## config.mk

```make
export PLATFORM = sky130hd
export DESIGN_NAME = ppa_csr
export DESIGN_NICKNAME = d
export VERILOG_FILES = /design/src/design/ppa_pkg.sv /design/src/design/ppa_csr.sv
export SDC_FILE = /design/constraint.sdc
export NUM_CORES = 1
export LEC_CHECK = 0
export BUFFER_PORTS_ARGS = -buffer_cell sky130_fd_sc_hd__buf_2
export CAP_MARGIN = 40
export CORE_UTILIZATION = 46
export DETAILED_ROUTE_END_ITERATION = 10
export HOLD_SLACK_MARGIN = 0.06
export MAX_ROUTING_LAYER = met4
export PLACE_DENSITY = 0.82
export SLEW_MARGIN = 10
export SYNTH_ARGS = -nofsm -noshare
export SYNTH_HDL_FRONTEND = slang
export SYNTH_SLANG_ARGS = --single-unit
export TNS_END_PERCENT = 50
```

## constraint.sdc

```tcl
create_clock -name clock -period 1.2 [get_ports clock]
set_input_delay 0.12 -clock clock [delete_from_list [all_inputs] [get_ports clock]]
set_output_delay 0.12 -clock clock [all_outputs]
set_load 0.005 [all_outputs]
```

## src/design/ppa_pkg.sv

```systemverilog
// Package with the types and constants of the position PID controller.
`timescale 1ns / 1ps

package ppa_pkg;

   localparam int POS_W   = 24;
   localparam int ERR_W   = POS_W + 1;
   localparam int DIFF_W  = ERR_W + 1;
   localparam int GAIN_W  = 24;
   localparam int OLIM_W  = 15;
   localparam int ILIM_W  = 20;
   localparam int SUM_W   = ILIM_W + 1;
   localparam int DRIVE_W = 16;
   localparam int FRAC_W  = 16;
   localparam int ACC_W   = 53;
   localparam int OUT_W   = ACC_W - FRAC_W;

   localparam int CSR_INDEX_W = 3;
   localparam int CSR_DATA_W  = 24;

   typedef enum logic [CSR_INDEX_W-1:0] {
      CSR_KP,
      CSR_KI,
      CSR_KD,
      CSR_OUTPUT_LIMIT,
      CSR_INTEGRAL_LIMIT,
      CSR_DEADBAND
   } ppa_csr_index_type;

   typedef struct packed {
      logic [GAIN_W-1:0] kp;
      logic [GAIN_W-1:0] ki;
      logic [GAIN_W-1:0] kd;
      logic [OLIM_W-1:0] output_limit;
      logic [ILIM_W-1:0] integral_limit;
      logic [OLIM_W-1:0] deadband;
   } ppa_cfg_type;

   localparam ppa_cfg_type CFG_RESET = '{
      kp:             GAIN_W'(16384),
      ki:             GAIN_W'(131),
      kd:             GAIN_W'(22938),
      output_limit:   OLIM_W'(85),
      integral_limit: ILIM_W'(12000),
      deadband:       OLIM_W'(65)
   };

   typedef struct packed {
      logic signed [POS_W-1:0] target;
      logic signed [POS_W-1:0] position;
   } ppa_sample_type;

endpackage

```

## src/design/ppa_csr.sv

```systemverilog
// Configuration register file holding the gains, limits and deadband.
`timescale 1ns / 1ps

module ppa_csr (
   input  logic                               clock,
   input  logic                               reset,
   input  logic                               csr_we,
   input  logic [ppa_pkg::CSR_INDEX_W-1:0]    csr_index,
   input  logic [ppa_pkg::CSR_DATA_W-1:0]     csr_wdata,
   output ppa_pkg::ppa_cfg_type               cfg
);
   import ppa_pkg::*;

   ppa_cfg_type cfg_ff;
   ppa_cfg_type cfg_in;

   always_comb begin
      cfg_in = cfg_ff;
      if (csr_we) begin
         case (csr_index)
            CSR_KP:             cfg_in.kp = csr_wdata[GAIN_W-1:0];
            CSR_KI:             cfg_in.ki = csr_wdata[GAIN_W-1:0];
            CSR_KD:             cfg_in.kd = csr_wdata[GAIN_W-1:0];
            CSR_OUTPUT_LIMIT:   cfg_in.output_limit = csr_wdata[OLIM_W-1:0];
            CSR_INTEGRAL_LIMIT: cfg_in.integral_limit = csr_wdata[ILIM_W-1:0];
            CSR_DEADBAND:       cfg_in.deadband = csr_wdata[OLIM_W-1:0];
            default:            cfg_in = cfg_ff;
         endcase
      end
   end

   always_ff @(posedge clock) begin
      if (reset) begin
         cfg_ff <= CFG_RESET;
      end else begin
         cfg_ff <= cfg_in;
      end
   end

   assign cfg = cfg_ff;

endmodule

```

; ---- Word level (Yosys, flattened, before mapping)
; Index checks and enable logic that the tools add are counted.
[classes]
eq_ne = 5
n_reduce_logical = 7
[ops]
columns = cell, count
row1 = 2-bit AND reduction, 6
row2 = "3-bit by 2-bit == test with 1-bit output, second input constant", 2
row3 = "3-bit == test, second input constant", 2
row4 = "3-bit by 1-bit == test with 1-bit output, second input constant", 1
row5 = 3-bit zero test, 1
[word_totals]
regBits = 122
input_bits = 30
out_inout_bits = 122
word_cells = 18

; ---- Longest topological paths before layout
[logic_depth]
depth_word = 2
depth_mapped = 6
depth_no_buf = 2

; ---- Worst setup path after synthesis
; Ideal clock, no wire load.
[synth_timing]
kind = input port to flip-flop
startpoint = input port csr_index[0] (netlist bit)
endpoint = register cfg_ff (netlist bit cfg[111])
setup_ps = 122
t_arrival_ps = 1149
required_time_ps = 1078
setup_slack_ps = -71
path_stages = 5
path_cell_list = buf_2 > or4b_1 > buf_2 > buf_6 > mux2i_1
[synth_between]
elab_chain_cells = 2
[synth_rtl]
columns = element, line_no
row1 = "start, declared", ppa_csr.sv:8  ; input logic [ppa_pkg::CSR_INDEX_W-1:0] csr_index,
row2 = 3-bit zero test, ppa_csr.sv:20  ; case (csr_index)
row3 = 2-bit AND reduction (no line), n/a
row4 = "end signal, assigned", ppa_csr.sv:36  ; cfg_ff <= cfg_in;
row5 = "end, declared", ppa_csr.sv:14  ; ppa_cfg_type cfg_ff;
; Every way passes these cells.
; A chain may end at the register's enable or synchronous reset.

; ---- Final worst setup path
[layout_timing]
startpoint = register cfg_ff (netlist bit cfg[93])
endpoint = output port cfg[93] (netlist bit)
[layout_rtl]
columns = element, line_no
row1 = "end, declared", ppa_csr.sv:10  ; output ppa_pkg::ppa_cfg_type cfg
; No word-level cell between the ends.

==> key figures <==
Yosys
  – Sequential cell area fraction in the yosys report: 0.503
  – Syn Inst Count: between 400 and 500
  – Synth unique cells: 13
  – Post-synthesis register bit count: 122
  – Mapped Area: 4850 µm²
  – Syn. warnings: 0
  – Syn_area_per_cell: 10.8 µm²
  – Syn_nets: 481

Final layout
  – Multi-input logic area: 2270 µm²
  – Most frequent cells in the layout: 150 x buf_2, 122 x mux2i_1, 122 x dfxtp_1
  – Cell area after layout: roughly 6700 µm²
  – Layout Utilization: 0.656
  – Commonest non-fill, non-tap cell in the layout: buf_2
  – Largest register FFs: 122
  – Final cell count without fillers: ~780
  – Area growth from synthesis to layout: 38.9%
  – Fill cell count: 801
  – Share of layout cells above drive strength 1: 0.325
  – # nets final: ~660
  – Sequential standard cell area: 2440 µm²
  – ANT cells: 0

Power
  – Total leakage power: around 3.4 nW
  – VDD IR max: about 0.87 mV
  – Switching pwr: around 2.2 mW
  – Int Pwr: 7.87 mW
  – Logic pwr share: 0.072
  – Seq pwr share: 0.417
  – Clock power share: 0.511
  – PD cells: 1490 nW/µm²
  – Switching share of total power: 0.217
  – Design Power: 10.0 mW

STA
  – Max Clock Skew: 0 ps
  – Tightest Pin Transition: 396 ps
  – Final Cycle Share: 0.934
  – Hold_ws: 87.2 ps
  – Final setup TNS: 0 ps
  – Slew Viols, Final: 0
  – Max Freq: 892 MHz
  – Final WS setup: 78.8 ps
  – # setup viols final: 0
  – Final Hold Fails: 0
  – Tmin final: 1120 ps
  – RSZ-0062 raised after global routing: no
  – Rel. slew slack: 0.733

Die
  – DIE HEIGHT: about 100 µm
  – Std cell rows: 37
  – Ports: approximately 150
  – Die width: 105 µm
  – Initial Util: 0.472
  – Die footprint: 11000 µm²
  – Core area: ~10000 µm²

Drt
  – Detailed Route WL: 12.8 mm
  – WL per Instance: 16.4 µm
  – Via count: 3898
  – DRC errors left: 0
  – Via density: 4.98
  – First-pass detailed-route iteration total: 4
  – Iteration-0 DRC Markers: 153
  – ANT nets after route: 0

CTS
  – Num Clock Sinks: around 120
  – TritonCTS Buffers: 17
  – Worst-Skew Late Latency: 510 ps
  – Max Root-Sink Buffers: 2
  – Clk root buf: clkbuf_8
  – Post-CTS repair timing setup buffer count: 0
  – Clock-pin slew on the worst setup and hold paths: 60 ps
  – CTS H-tree depth: 4
  – CTS tree: done

Setup path
  – Critical path data required time: between 1000 and 1500 ps
  – Cell Chain, Critical Path: buf_2
  – Slowest CP cell: dfxtp_1
  – Worst reg2reg path depth: 2
  – Crit. End Element: output port
  – Kind of critical path: flip-flop to output port
  – CP Launch Type: flip-flop
  – Delay-heaviest family, CP: flip-flops
  – CP peak stage delay: 350 ps
  – FF-to-FF setup slack: 500 ps
  – CP Depth: 1
  – CP bufs+invs: 1
  – CP Data Arrival Time: 1000 ps
  – FF-to-FF Start: cfg[119]
  – Worst-path maximum fanout: 2
  – Reg2reg end: cfg[119]

Status
  – Status: finished clean

Flow run
  – MaxCap Viol Count: 0

Hold path
  – Hold Crit Start: reset
  – Worst min path class: input port to flip-flop
  – Hold worst-path end: cfg[61]
  – Hold Path Depth: 3

Placed design
  – Placed cell area: 5900 µm²
  – Setup WS pre-CTS: -91.4 ps
  – I/O Buffers: 151
  – Placed Cells: 727
  – Gpl congestion: around 0.81
  – Post-DP HPWL: 8.94 mm

GRT
  – GRT Overall Usage: 0.248
  – GR Overflow Total: 0
  – First-pass GRT wire length: ~20 mm
  – Pin count of the biggest net entering global routing: 41
  – Vias in the first global route: 3999
  – Initial antenna violation count: 0
worst max-delay path by stage:
| stage | from | slack [ps] | endpoint |
|---|---|---|---|
| global placement | csr_index[1] | -70 | cfg[25] |
| finish | cfg[93] | 80 | cfg[93] |
| floorplan | csr_index[0] | -50 | cfg[111] |
| CTS | cfg[93] | 60 | cfg[93] |
| global route | cfg[93] | 40 | cfg[93] |
| detailed placement | csr_index[1] | -90 | cfg[20] |
logic make-up (layout without fill, tap and decap cells):
logic type             after synthesis  after routing  share of synthesized area
and+or+nand+nor                    171            171                      0.209
buffers and inverters               36            232                     0.0361
DFF                                122            122                      0.503
muxes                              122            122                      0.252
power groups by stage:
stage	clock network (mW)	registers [mW]	logic, mW
floorplan	0	4.28	0.357
global placement	0	4.27	0.632
detailed placement	0	4.28	0.652
CTS	5.19	4.19	0.716
global route	5.40	4.20	0.770
finish	5.14	4.19	0.721
area by class of cell:
type | instances | area share
Clock buffer | 19 | 0.0625
Clock inverter | 13 | 0.0262
Multi-Input combinational cell | 293 | 0.337
Sequential cell | 122 | 0.362
Tap cell | 136 | 0.0252
Timing Repair Buffer | 200 | 0.187
cell usage after synthesis:
| cell type | count | area [µm²] |
|---|---|---|
| buf_6 | 2 | 22.5 |
| clkbuf_1 | 16 | 60.1 |
| buf_2 | 17 | 85.1 |
| nand4bb_1 | 3 | 33.8 |
| nor4b_2 | 1 | 15.0 |
| buf_4 | 1 | 7.51 |
| nor4bb_1 | 3 | 30.0 |
| nand2b_1 | 121 | 757 |
| or4b_1 | 1 | 10.0 |
| nand4b_1 | 2 | 17.5 |
| nor2_1 | 40 | 150 |
| mux2i_1 | 122 | 1220 |
| dfxtp_1 | 122 | 2440 |
metal layers:
metal  vias to the layer above  share of wire  GRT usage
met5                         -              0          -
met4                         0          0.026      0.119
met3                        28          0.037     0.0499
met2                       122           0.51      0.416
met1                      1892           0.43      0.283
li1                       1856              -          -
repair_timing:
| action | in CTS | in global routing |
|---|---|---|
| endpoints found under the hold margin | 109 | 0 |
| gates resized for setup | 0 | 0 |
| hold buffers | 24 | 0 |
Power figures use the tool's default switching activity.
